==> src/design/permutation_rank_unrank_macros.svh <==
// assertion macros shared by the permutation rank/unrank design files
`ifndef PERMUTATION_RANK_UNRANK_MACROS_SVH
`define PERMUTATION_RANK_UNRANK_MACROS_SVH

`ifndef ASSERT_OFF

// same-cycle implication, disabled while in reset
`define PRU_ASSERT_IMP(lbl, clk_s, rstn_s, ante, cons) \
  lbl: assert property (@(posedge clk_s) disable iff (!rstn_s) (ante) |-> (cons)) \
    else $error("pru assertion failed");

// next-cycle implication, disabled while in reset
`define PRU_ASSERT_NXT(lbl, clk_s, rstn_s, ante, cons) \
  lbl: assert property (@(posedge clk_s) disable iff (!rstn_s) (ante) |=> (cons)) \
    else $error("pru assertion failed");

`else

`define PRU_ASSERT_IMP(lbl, clk_s, rstn_s, ante, cons)
`define PRU_ASSERT_NXT(lbl, clk_s, rstn_s, ante, cons)

`endif

`endif

==> src/design/pru_pkg.sv <==
// types and helper functions for the permutation rank/unrank pipeline
`default_nettype none

package pru_pkg;

  // number of element positions carried on the ports
  localparam int NUM_POS = 8;

  // one 3-bit element per position, position 0 in the low bits
  typedef logic [NUM_POS-1:0][2:0] pos_vec_t;

  // input transaction
  typedef struct packed {
    logic        kind;
    logic [15:0] rank_in;
    logic [2:0]  in_pos0;
    logic [2:0]  in_pos1;
    logic [2:0]  in_pos2;
    logic [2:0]  in_pos3;
    logic [2:0]  in_pos4;
    logic [2:0]  in_pos5;
    logic [2:0]  in_pos6;
    logic [2:0]  in_pos7;
  } in_t;

  // result transaction
  typedef struct packed {
    logic [15:0] rank_out;
    logic        bad_index;
    logic [2:0]  out_pos0;
    logic [2:0]  out_pos1;
    logic [2:0]  out_pos2;
    logic [2:0]  out_pos3;
    logic [2:0]  out_pos4;
    logic [2:0]  out_pos5;
    logic [2:0]  out_pos6;
    logic [2:0]  out_pos7;
  } out_t;

  // contents of one pipeline stage
  typedef struct packed {
    logic        kind;
    logic        bad;
    logic [15:0] rem;
    pos_vec_t    pool;
    pos_vec_t    res;
    pos_vec_t    cnt;
    logic [15:0] psum_a;
    logic [15:0] psum_b;
  } pipe_t;

  // factorial of a small constant, 8! still fits in 16 bits
  function automatic logic [15:0] fact16(input int n);
    int f;
    f = 1;
    for (int k = 2; k <= n; k++) begin
      f = f * k;
    end
    return f[15:0];
  endfunction

  // quotient of rem by the constant f, capped at NUM_POS-1, counted by comparing against multiples
  function automatic logic [2:0] lehmer_digit(input logic [15:0] rem, input logic [15:0] f);
    logic [2:0]  q;
    logic [18:0] kf;
    q = 3'd0;
    for (int k = 1; k < NUM_POS; k++) begin
      kf = 19'(k) * {3'b000, f};
      if ({3'b000, rem} >= kf) begin
        q = 3'(k);
      end
    end
    return q;
  endfunction

  // take the pool entry for one position and close the gap it leaves
  function automatic pipe_t unrank_step(input pipe_t p, input int pos, input int n);
    pipe_t       t;
    logic [2:0]  q;
    logic [15:0] f;
    logic [18:0] prod;
    t = p;
    if (pos < n) begin
      f = fact16(n - 1 - pos);
      q = lehmer_digit(p.rem, f);
      t.res[pos] = p.pool[q];
      for (int j = 0; j < NUM_POS; j++) begin
        if (3'(j) < q) begin
          t.pool[j] = p.pool[j];
        end else if (j < NUM_POS - 1) begin
          t.pool[j] = p.pool[j+1];
        end else begin
          t.pool[j] = p.pool[j];
        end
      end
      prod = {16'h0000, q} * {3'b000, f};
      t.rem = p.rem - prod[15:0];
    end
    return t;
  endfunction

endpackage

`default_nettype wire

==> src/design/permutation_rank_unrank.sv <==
// top level: four-stage pipelined lehmer code rank / unrank unit
//
//  channel  direction  payload           handshake
//  in_      input      pru_pkg::in_t     in_valid, in_stall
//  out_     output     pru_pkg::out_t    out_valid, out_stall
//
// one transaction per cycle sustained while out_stall is low; an accepted transaction
// passes through stages 1 to 4 in order, and out_valid rises when it reaches stage 4.
// the pipeline is four register stages, the last one the output
// register. stage 1 counts smaller later elements and takes unrank position 0,
// stage 2 weights the counts and takes positions 1-2, stage 3 sums and takes
// positions 3-5, stage 4 takes positions 6-7 and formats the result.
// reset clears the stage valid bits only. each stage advances when it is empty
// or the one after it advances, so bubbles close up under out_stall.
`default_nettype none
`include "permutation_rank_unrank_macros.svh"

module permutation_rank_unrank #(
  parameter int PERM_SIZE = 8
) (
  input  wire logic          clk,
  input  wire logic          rst_n,
  input  wire logic          in_valid,
  output logic               in_stall,
  input  wire pru_pkg::in_t  in_data,
  output logic               out_valid,
  input  wire logic          out_stall,
  output pru_pkg::out_t      out_data
);

  localparam logic [15:0] FACT_N = pru_pkg::fact16(PERM_SIZE);

  pru_pkg::pipe_t   s1_r, s1_nxt;
  pru_pkg::pipe_t   s2_r, s2_nxt;
  pru_pkg::pipe_t   s3_r, s3_nxt;
  pru_pkg::pipe_t   s3_step;
  pru_pkg::out_t    s4_r, s4_nxt;
  logic             s1_valid_r, s2_valid_r, s3_valid_r, s4_valid_r;
  logic             adv1, adv2, adv3, adv4;
  pru_pkg::pos_vec_t in_elem;
  logic             out_any;
  logic             pipe_full;

  // stage advance chain
  assign adv4 = !s4_valid_r || !out_stall;
  assign adv3 = !s3_valid_r || adv4;
  assign adv2 = !s2_valid_r || adv3;
  assign adv1 = !s1_valid_r || adv2;
  assign in_stall = !adv1;

  assign in_elem = {in_data.in_pos7, in_data.in_pos6, in_data.in_pos5, in_data.in_pos4,
                    in_data.in_pos3, in_data.in_pos2, in_data.in_pos1, in_data.in_pos0};

  // stage 1: inversion counts, range check, unrank position 0
  always_comb begin
    s1_nxt        = '0;
    s1_nxt.kind   = in_data.kind;
    s1_nxt.bad    = in_data.kind && (in_data.rank_in >= FACT_N);
    s1_nxt.rem    = in_data.rank_in;
    for (int j = 0; j < pru_pkg::NUM_POS; j++) begin
      s1_nxt.pool[j] = 3'(j);
    end
    for (int i = 0; i < pru_pkg::NUM_POS; i++) begin
      for (int j = i + 1; j < pru_pkg::NUM_POS; j++) begin
        if ((j < PERM_SIZE) && (in_elem[i] > in_elem[j])) begin
          s1_nxt.cnt[i] = s1_nxt.cnt[i] + 3'd1;
        end
      end
    end
    s1_nxt = pru_pkg::unrank_step(s1_nxt, 0, PERM_SIZE);
  end

  // stage 2: weighted counts in two halves, unrank positions 1 and 2
  always_comb begin
    s2_nxt        = pru_pkg::unrank_step(pru_pkg::unrank_step(s1_r, 1, PERM_SIZE), 2, PERM_SIZE);
    s2_nxt.psum_a = '0;
    s2_nxt.psum_b = '0;
    for (int i = 0; i < pru_pkg::NUM_POS / 2; i++) begin
      if (i < PERM_SIZE) begin
        s2_nxt.psum_a = s2_nxt.psum_a
                      + 16'({13'h0000, s1_r.cnt[i]} * pru_pkg::fact16(PERM_SIZE - 1 - i));
      end
    end
    for (int i = pru_pkg::NUM_POS / 2; i < pru_pkg::NUM_POS; i++) begin
      if (i < PERM_SIZE) begin
        s2_nxt.psum_b = s2_nxt.psum_b
                      + 16'({13'h0000, s1_r.cnt[i]} * pru_pkg::fact16(PERM_SIZE - 1 - i));
      end
    end
  end

  // stage 3: final rank sum, unrank positions 3 to 5
  always_comb begin
    s3_step       = pru_pkg::unrank_step(pru_pkg::unrank_step(s2_r, 3, PERM_SIZE), 4, PERM_SIZE);
    s3_nxt        = pru_pkg::unrank_step(s3_step, 5, PERM_SIZE);
    s3_nxt.psum_a = s2_r.psum_a + s2_r.psum_b;
  end

  // stage 4: unrank positions 6 and 7, mask fields by mode
  always_comb begin
    pru_pkg::pipe_t t;
    t = pru_pkg::unrank_step(pru_pkg::unrank_step(s3_r, 6, PERM_SIZE), 7, PERM_SIZE);
    if (!t.kind || t.bad) begin
      t.res = '0;
    end
    s4_nxt.rank_out  = t.kind ? 16'h0000 : t.psum_a;
    s4_nxt.bad_index = t.bad;
    s4_nxt.out_pos0  = t.res[0];
    s4_nxt.out_pos1  = t.res[1];
    s4_nxt.out_pos2  = t.res[2];
    s4_nxt.out_pos3  = t.res[3];
    s4_nxt.out_pos4  = t.res[4];
    s4_nxt.out_pos5  = t.res[5];
    s4_nxt.out_pos6  = t.res[6];
    s4_nxt.out_pos7  = t.res[7];
  end

  // stage valid bits
  always_ff @(posedge clk) begin
    if (!rst_n) begin
      s1_valid_r <= 1'b0;
      s2_valid_r <= 1'b0;
      s3_valid_r <= 1'b0;
      s4_valid_r <= 1'b0;
    end else begin
      if (adv1) s1_valid_r <= in_valid;
      if (adv2) s2_valid_r <= s1_valid_r;
      if (adv3) s3_valid_r <= s2_valid_r;
      if (adv4) s4_valid_r <= s3_valid_r;
    end
  end

  // stage payloads
  always_ff @(posedge clk) begin
    if (adv1) s1_r <= s1_nxt;
    if (adv2) s2_r <= s2_nxt;
    if (adv3) s3_r <= s3_nxt;
    if (adv4) s4_r <= s4_nxt;
  end

  assign out_valid = s4_valid_r;
  assign out_data  = s4_r;

  // any non-zero rank or element in the output register
  assign out_any = |{s4_r.rank_out, s4_r.out_pos0, s4_r.out_pos1, s4_r.out_pos2,
                     s4_r.out_pos3, s4_r.out_pos4, s4_r.out_pos5, s4_r.out_pos6,
                     s4_r.out_pos7};

  assign pipe_full = s1_valid_r && s2_valid_r && s3_valid_r && s4_valid_r;

  // an out-of-range index gives an all-zero result
  `PRU_ASSERT_IMP(a_bad_zero, clk, rst_n, out_valid && out_data.bad_index, !out_any)
  // a rank never reaches the factorial of the size
  `PRU_ASSERT_IMP(a_rank_range, clk, rst_n, out_valid, out_data.rank_out < FACT_N)
  // input backpressure only when every stage is full and the output is stalled
  `PRU_ASSERT_IMP(a_stall_full, clk, rst_n, in_stall, pipe_full && out_stall)
  // an accepted transaction always lands in stage 1
  `PRU_ASSERT_NXT(a_accept_lands, clk, rst_n, in_valid && !in_stall, s1_valid_r)

endmodule

`default_nettype wire
==> config.mk <==
export PLATFORM = sky130hd
export DESIGN_NAME = permutation_rank_unrank
export DESIGN_NICKNAME = d
export VERILOG_FILES = /design/src/design/pru_pkg.sv /design/src/design/permutation_rank_unrank.sv
export VERILOG_INCLUDE_DIRS = /design/src /design/src/design
export SDC_FILE = /design/constraint.sdc
export NUM_CORES = 1
export LEC_CHECK = 0
export BUFFER_PORTS_ARGS = -buffer_cell sky130_fd_sc_hd__buf_2
export CAP_MARGIN = 0
export CORE_UTILIZATION = 65
export CTS_BUF_LIST = sky130_fd_sc_hd__clkbuf_8
export CTS_CLUSTER_SIZE = 40
export DETAILED_ROUTE_END_ITERATION = 8
export GPL_TIMING_DRIVEN = 0
export PLACE_DENSITY_LB_ADDON = 0.3
export SYNTH_ARGS = -nofsm -noshare
export SYNTH_HDL_FRONTEND = slang
export SYNTH_SLANG_ARGS = --single-unit
==> constraint.sdc <==
create_clock -name clk -period 13.1 [get_ports clk]
set_input_delay 1.965 -clock clk [delete_from_list [all_inputs] [get_ports clk]]
set_output_delay 1.965 -clock clk [all_outputs]
set_load 0.05 [all_outputs]
* Yosys cells after proc, flatten, opt, wreduce, memory -nomap -nowiden
Memories as Yosys holds them, arrays and structs flattened. A register that Yosys moved wholly into a read port is not among the register bits.
Index checks and enable logic that the tools add are counted.
** Storage, ports and cells
- Register bits :: 258
- ROM bits :: 24
- Output and inout bits :: 43
- Word-level logic and storage cells :: 407
- Memories :: 1
** Cells by class
- $add $sub $neg :: 34
- $mul :: 10
- $lt $le $gt $ge :: 141
- Multiplexer cells :: 145
- Reductions and logical operators :: 13
** Memory list
- (name not given) :: depth 8, width 3, rd ports 1, clocked after memory_dff 1, write ports 0, line pru_pkg.sv:86 : t.res[pos] = p.pool[q];
** Operators with widths (count)
- 2-to-1 mux 3 bit :: 117
- >= comparator 16 x 3 -> 1 bit (second input constant) :: 11
- greater-than comparator 3 bit :: 28
- >= comparator 16 x 2 -> 1 bit (second input constant) :: 5
- >= comparator 16 x 4 -> 1 bit (second input constant) :: 5
- >= comparator 16 x 10 -> 1 bit (second input constant) :: 4
- >= comparator 16 x 5 -> 1 bit (second input constant) :: 4
- >= comparator 16 x 7 -> 1 bit (second input constant) :: 4
- binary-select mux 3 bit (select 3 bit) :: 7
- < comparator 3 bit (first input constant) :: 21
- >= comparator 16 x 12 -> 1 bit (second input constant) :: 3
- >= comparator 16 x 13 -> 1 bit (second input constant) :: 3
- >= comparator 16 x 15 -> 1 bit (second input constant) :: 3
- >= comparator 16 x 6 -> 1 bit (second input constant) :: 3
- >= comparator 16 x 8 -> 1 bit (second input constant) :: 3
- adder 3 x 1 -> 3 bit (second input constant) :: 15
- < comparator 1 x 3 -> 1 bit (first input constant) :: 14
- < comparator 2 x 3 -> 1 bit (first input constant) :: 14
- >= comparator 16 x 1 -> 1 bit (second input constant) :: 2
- >= comparator 16 x 14 -> 1 bit (second input constant) :: 2
- >= comparator 16 bit (second input constant) :: 2
- >= comparator 16 x 9 -> 1 bit (second input constant) :: 2
- < comparator 3 x 4 -> 1 bit (second input constant) :: 7
- multiplier 3 x 9 -> 12 bit (second input constant) :: 2
- other kinds (23) :: 62

* Logic depth before layout (Yosys ltp)
- Depth in word-level cells :: 30
- Gate-level depth with buffers :: 48

* Worst setup path before layout
Ideal clock, no wire load.
- Path kind :: register -> register
- Start point :: register s2_r[109] in the netlist's numbering
- End point :: register s3_r[113] in the netlist's numbering (data pin)
- Data arrival time :: 9.167 ns
- Data required time :: 12.842 ns
- Setup slack :: 3.675 ns
- Stages on the path, launching flop included :: 46
- Buffers on the path :: 6
- Clock period less this slack :: 9.425 ns
- Cell sequence :: edfxtp_1 > clkbuf_1 > nor2b_1 > o32ai_1 > a21oi_1 > o22a_1 > nor2_1 > clkbuf_1 > inv_1 > ha_1 > ha_1 > xnor2_1 > nand2_1 > ha_1 > buf_2 > o21ai_0 > a21oi_2 > o21a_1 > [10 not listed] > ha_1 > clkbuf_1 > a21oi_1 > a21oi_1 > nor2_1 > nand3_1 > or2_2 > nor4_4 > o211ai_2 > or4_1 > buf_2 > inv_1 > ha_1 > a211oi_1 > o21ai_0 > nand2b_1 > a21oi_1 > xnor2_1
** RTL lines
- start, declared :: line permutation_rank_unrank.sv:34 : pru_pkg::pipe_t s2_r, s2_nxt;
- start signal, assigned :: line permutation_rank_unrank.sv:136 : if (adv2) s2_r <= s2_nxt;
- end signal, assigned :: line permutation_rank_unrank.sv:137 : if (adv3) s3_r <= s3_nxt;
- end, declared :: line permutation_rank_unrank.sv:35 : pru_pkg::pipe_t s3_r, s3_nxt;

==> out/results.txt <==
Residual DRC: 0
DR iter-0 viols: 788
Clock buffer depth: 3
Adder-cell share of the synthesized area: 0.198
Worst path slowest cell: or4_1
Drt total wl: 40,000 um
Worst-path clk slew: 60 ps
Unrepaired setup endpoints after global routing: no
Final HPWL DP: 31,400 um
Largest area contributor in the netlist: edfxtp_1
Max-cap viol count: 0
GRT overflow: 0
H-tree level count: 2
Layout fillers: 2,043
Drt first pass iters: 5
Vias in the first global route: 14,000
# hold bufs at CTS: 0
Final ANT Viol Nets: 0
Final setup TNS: 0 ps
Routed vias/inst: 5.94
Initial antenna violation count: 0
Die X: 172 um
Starting Density: 0.667
Cells after synthesis: 1,899
Post-CTS Setup Inserts: 0
Worst path max stage delay: 580 ps
# setup viols final: 0
Critical Path Sink Type: flop
Xor-xnor portion of the synthesized cell area: 0.0580
Post-synth EDFFs: 221
Port Buffers: 86
Most frequent cells after synthesis: 243 x ha_1, 221 x edfxtp_1, 207 x inv_1, 130 x nand2_1, 117 x a21oi_1
Data arrival, critical path: 11,600 ps
Io pins: 88
Overall routing resource usage: 0.276
Ys flop type: edfxtp_1
Fraction of registers with async set/reset: 0
Synth warn: 0
Die area: 29,500 um^2
Synth Area in Compound Gates: 0.148
Largest net degree at the start of global routing: 52
Area Overhead vs Synth: 9.43%
CTS Sinks: 225
Fmax: 88.3 MHz
Worst path bufs/invs: 7
Vias: 14,500
Hold Vio Cnt, Final: 0
N_diodes: 0
Row count: 61
Post_cts resized: 0
Flop-to-flop setup slack: 1770 ps
Fin nets: 2,349
Min Clock Period, post-route: 11,330 ps
Least-Margin Pin Slew: 1070 ps
RePlAce Congestion: 0.917
Syn nets: 2,220
Share of layout cells above drive strength 1: 0.107
CTS Buf Count: 37
Area share of the largest cell type after synthesis: 0.354
CP Data Required Time: 13,370 ps
Status: completed
Crit share post-route: 0.865
Kind of critical path: reg -> reg
CTS tree: built
Top cell by count, worst path: ha_1
Layout Skew: 18.1 ps
Largest family of logic cells by synthesized area: adder cells
First-pass GRT wire length: 65,300 um
Total core area: 28,100 um^2
Cell family with most CP delay: simple AND/OR/NAND/NOR gates
Cell variety after synth: 86
DIE HEIGHT: 172 um
Slew headroom: 0.278
CP Launch Type: flop
Mapped Avg Cell Area: 9.86 um^2
DR WL/cell: 16.5 um
Post-synthesis mux area share: 0.0464
Most frequent cell after synthesis: ha_1
Clock latency on the worst-skew pair: 550 ps
Clock root buffer: clkbuf_8
Final Slew Violations: 0
Type of the most critical hold path: reg -> reg
Max Fanout on Critical Path: 11
Synth Area in Simple Gates: 0.140
Sequential-to-total area share from yosys stat: 0.359
Ranking of synthesized cells by area: edfxtp_1 35%, ha_1 16%, inv_1 4.1%, fa_1 3.5%, xnor2_1 3.2%
Synthesized area: 18,700 um^2
FF+latch count, synth: 225
## final timing paths
path | depth (start not counted) | end | start
worst max-delay path | 46 | s3_r[116] | s2_r[109]
worst min register to register | 0 | s3_r[120] | s2_r[120]
worst max register to register | 46 | s3_r[116] | s2_r[109]
worst min-delay path | 0 | s3_r[120] | s2_r[120]
## sequential cells by signal, indices dropped and copies added (netlist names)
name,flops
s3_valid_r,1
out_valid,1
s2_valid_r,1
s1_valid_r,1
s1_r,48
s3_r,69
s2_r,63
out_data,41
## layout make-up
type / instances / area [um^2] / share of cell area
Multi-Input combinational cell: 1423 / 11100 / 0.540
Sequential cell: 225 / 6720 / 0.328
Inverter: 210 / 788 / 0.0385
Clock buffer: 39 / 537 / 0.0262
Timing Repair Buffer: 90 / 510 / 0.0249
Tap cell: 378 / 473 / 0.0231
Clock inverter: 26 / 235 / 0.0115
Buffer: 41 / 171 / 0.00836
## cells in the final DEF (no fill, tap or decap), types with 13 or more instances in the layout
| cell | count |
|---|---|
| a31oi_1 | 35 |
| clkbuf_1 | 31 |
| nor2b_1 | 54 |
| nand2_1 | 128 |
| xnor2_1 | 69 |
| nor3_1 | 39 |
| inv_1 | 211 |
| mux2i_1 | 53 |
| fa_1 | 33 |
| nor2_1 | 96 |
| ha_1 | 243 |
| and3_1 | 14 |
| or2_2 | 16 |
| nand3_1 | 51 |
| o21ai_0 | 99 |
| a21o_1 | 42 |
| and2_1 | 26 |
| mux2_2 | 23 |
| buf_2 | 94 |
| xor2_1 | 55 |
| clkbuf_8 | 39 |
| nand2b_1 | 20 |
| o21a_1 | 13 |
| a21oi_1 | 117 |
| edfxtp_1 | 221 |
## logic make-up after synthesis
kind of cell | Yosys count
xor gates and xnor gates | 124
adders and majority gates | 276
DFF | 225
buffers and inverters | 251
muxes | 80
and+or+nand+nor | 510
AOI/OAI and AO/OA | 433
## stage by stage
stage                     worst slack (ps)  instance area (um^2)  hold slack [ps]  cells   util
after floorplan                       3680                 18700              400   1899      -
after global placement                2220                 19600              402   2363  0.699
after detailed placement              1940                 19700              406   2367  0.702
after CTS                             1840                 20500              416   2432  0.730
after global routing                   753                 20500              424   2432  0.730
final                                 1770                 20500              415   2432  0.730
## per-layer routing
layer  vias to the layer above  routed length [um]  GRT usage
met5                         -                   0          0
met1                      6768               17300      0.345
met3                        90                2170     0.0345
met2                       479               19300      0.481
li1                       7113                   -          -
met4                         0                1230      0.114
## worst register-to-register path, delay by kind of cell, from the launching register on
| kind | cells | cell delay, ps |
|---|---|---|
| AOI/OAI and AO/OA | 11 | 2190 |
| xor gates and xnor gates | 3 | 360 |
| adders and majority gates | 7 | 1710 |
| buffers and inverters | 7 | 1590 |
| DFF | 1 | 410 |
| and+or+nand+nor | 18 | 4770 |
Power is not shown: default switching activity piles up to over one toggle a cycle in this logic, so the estimate is an artifact.
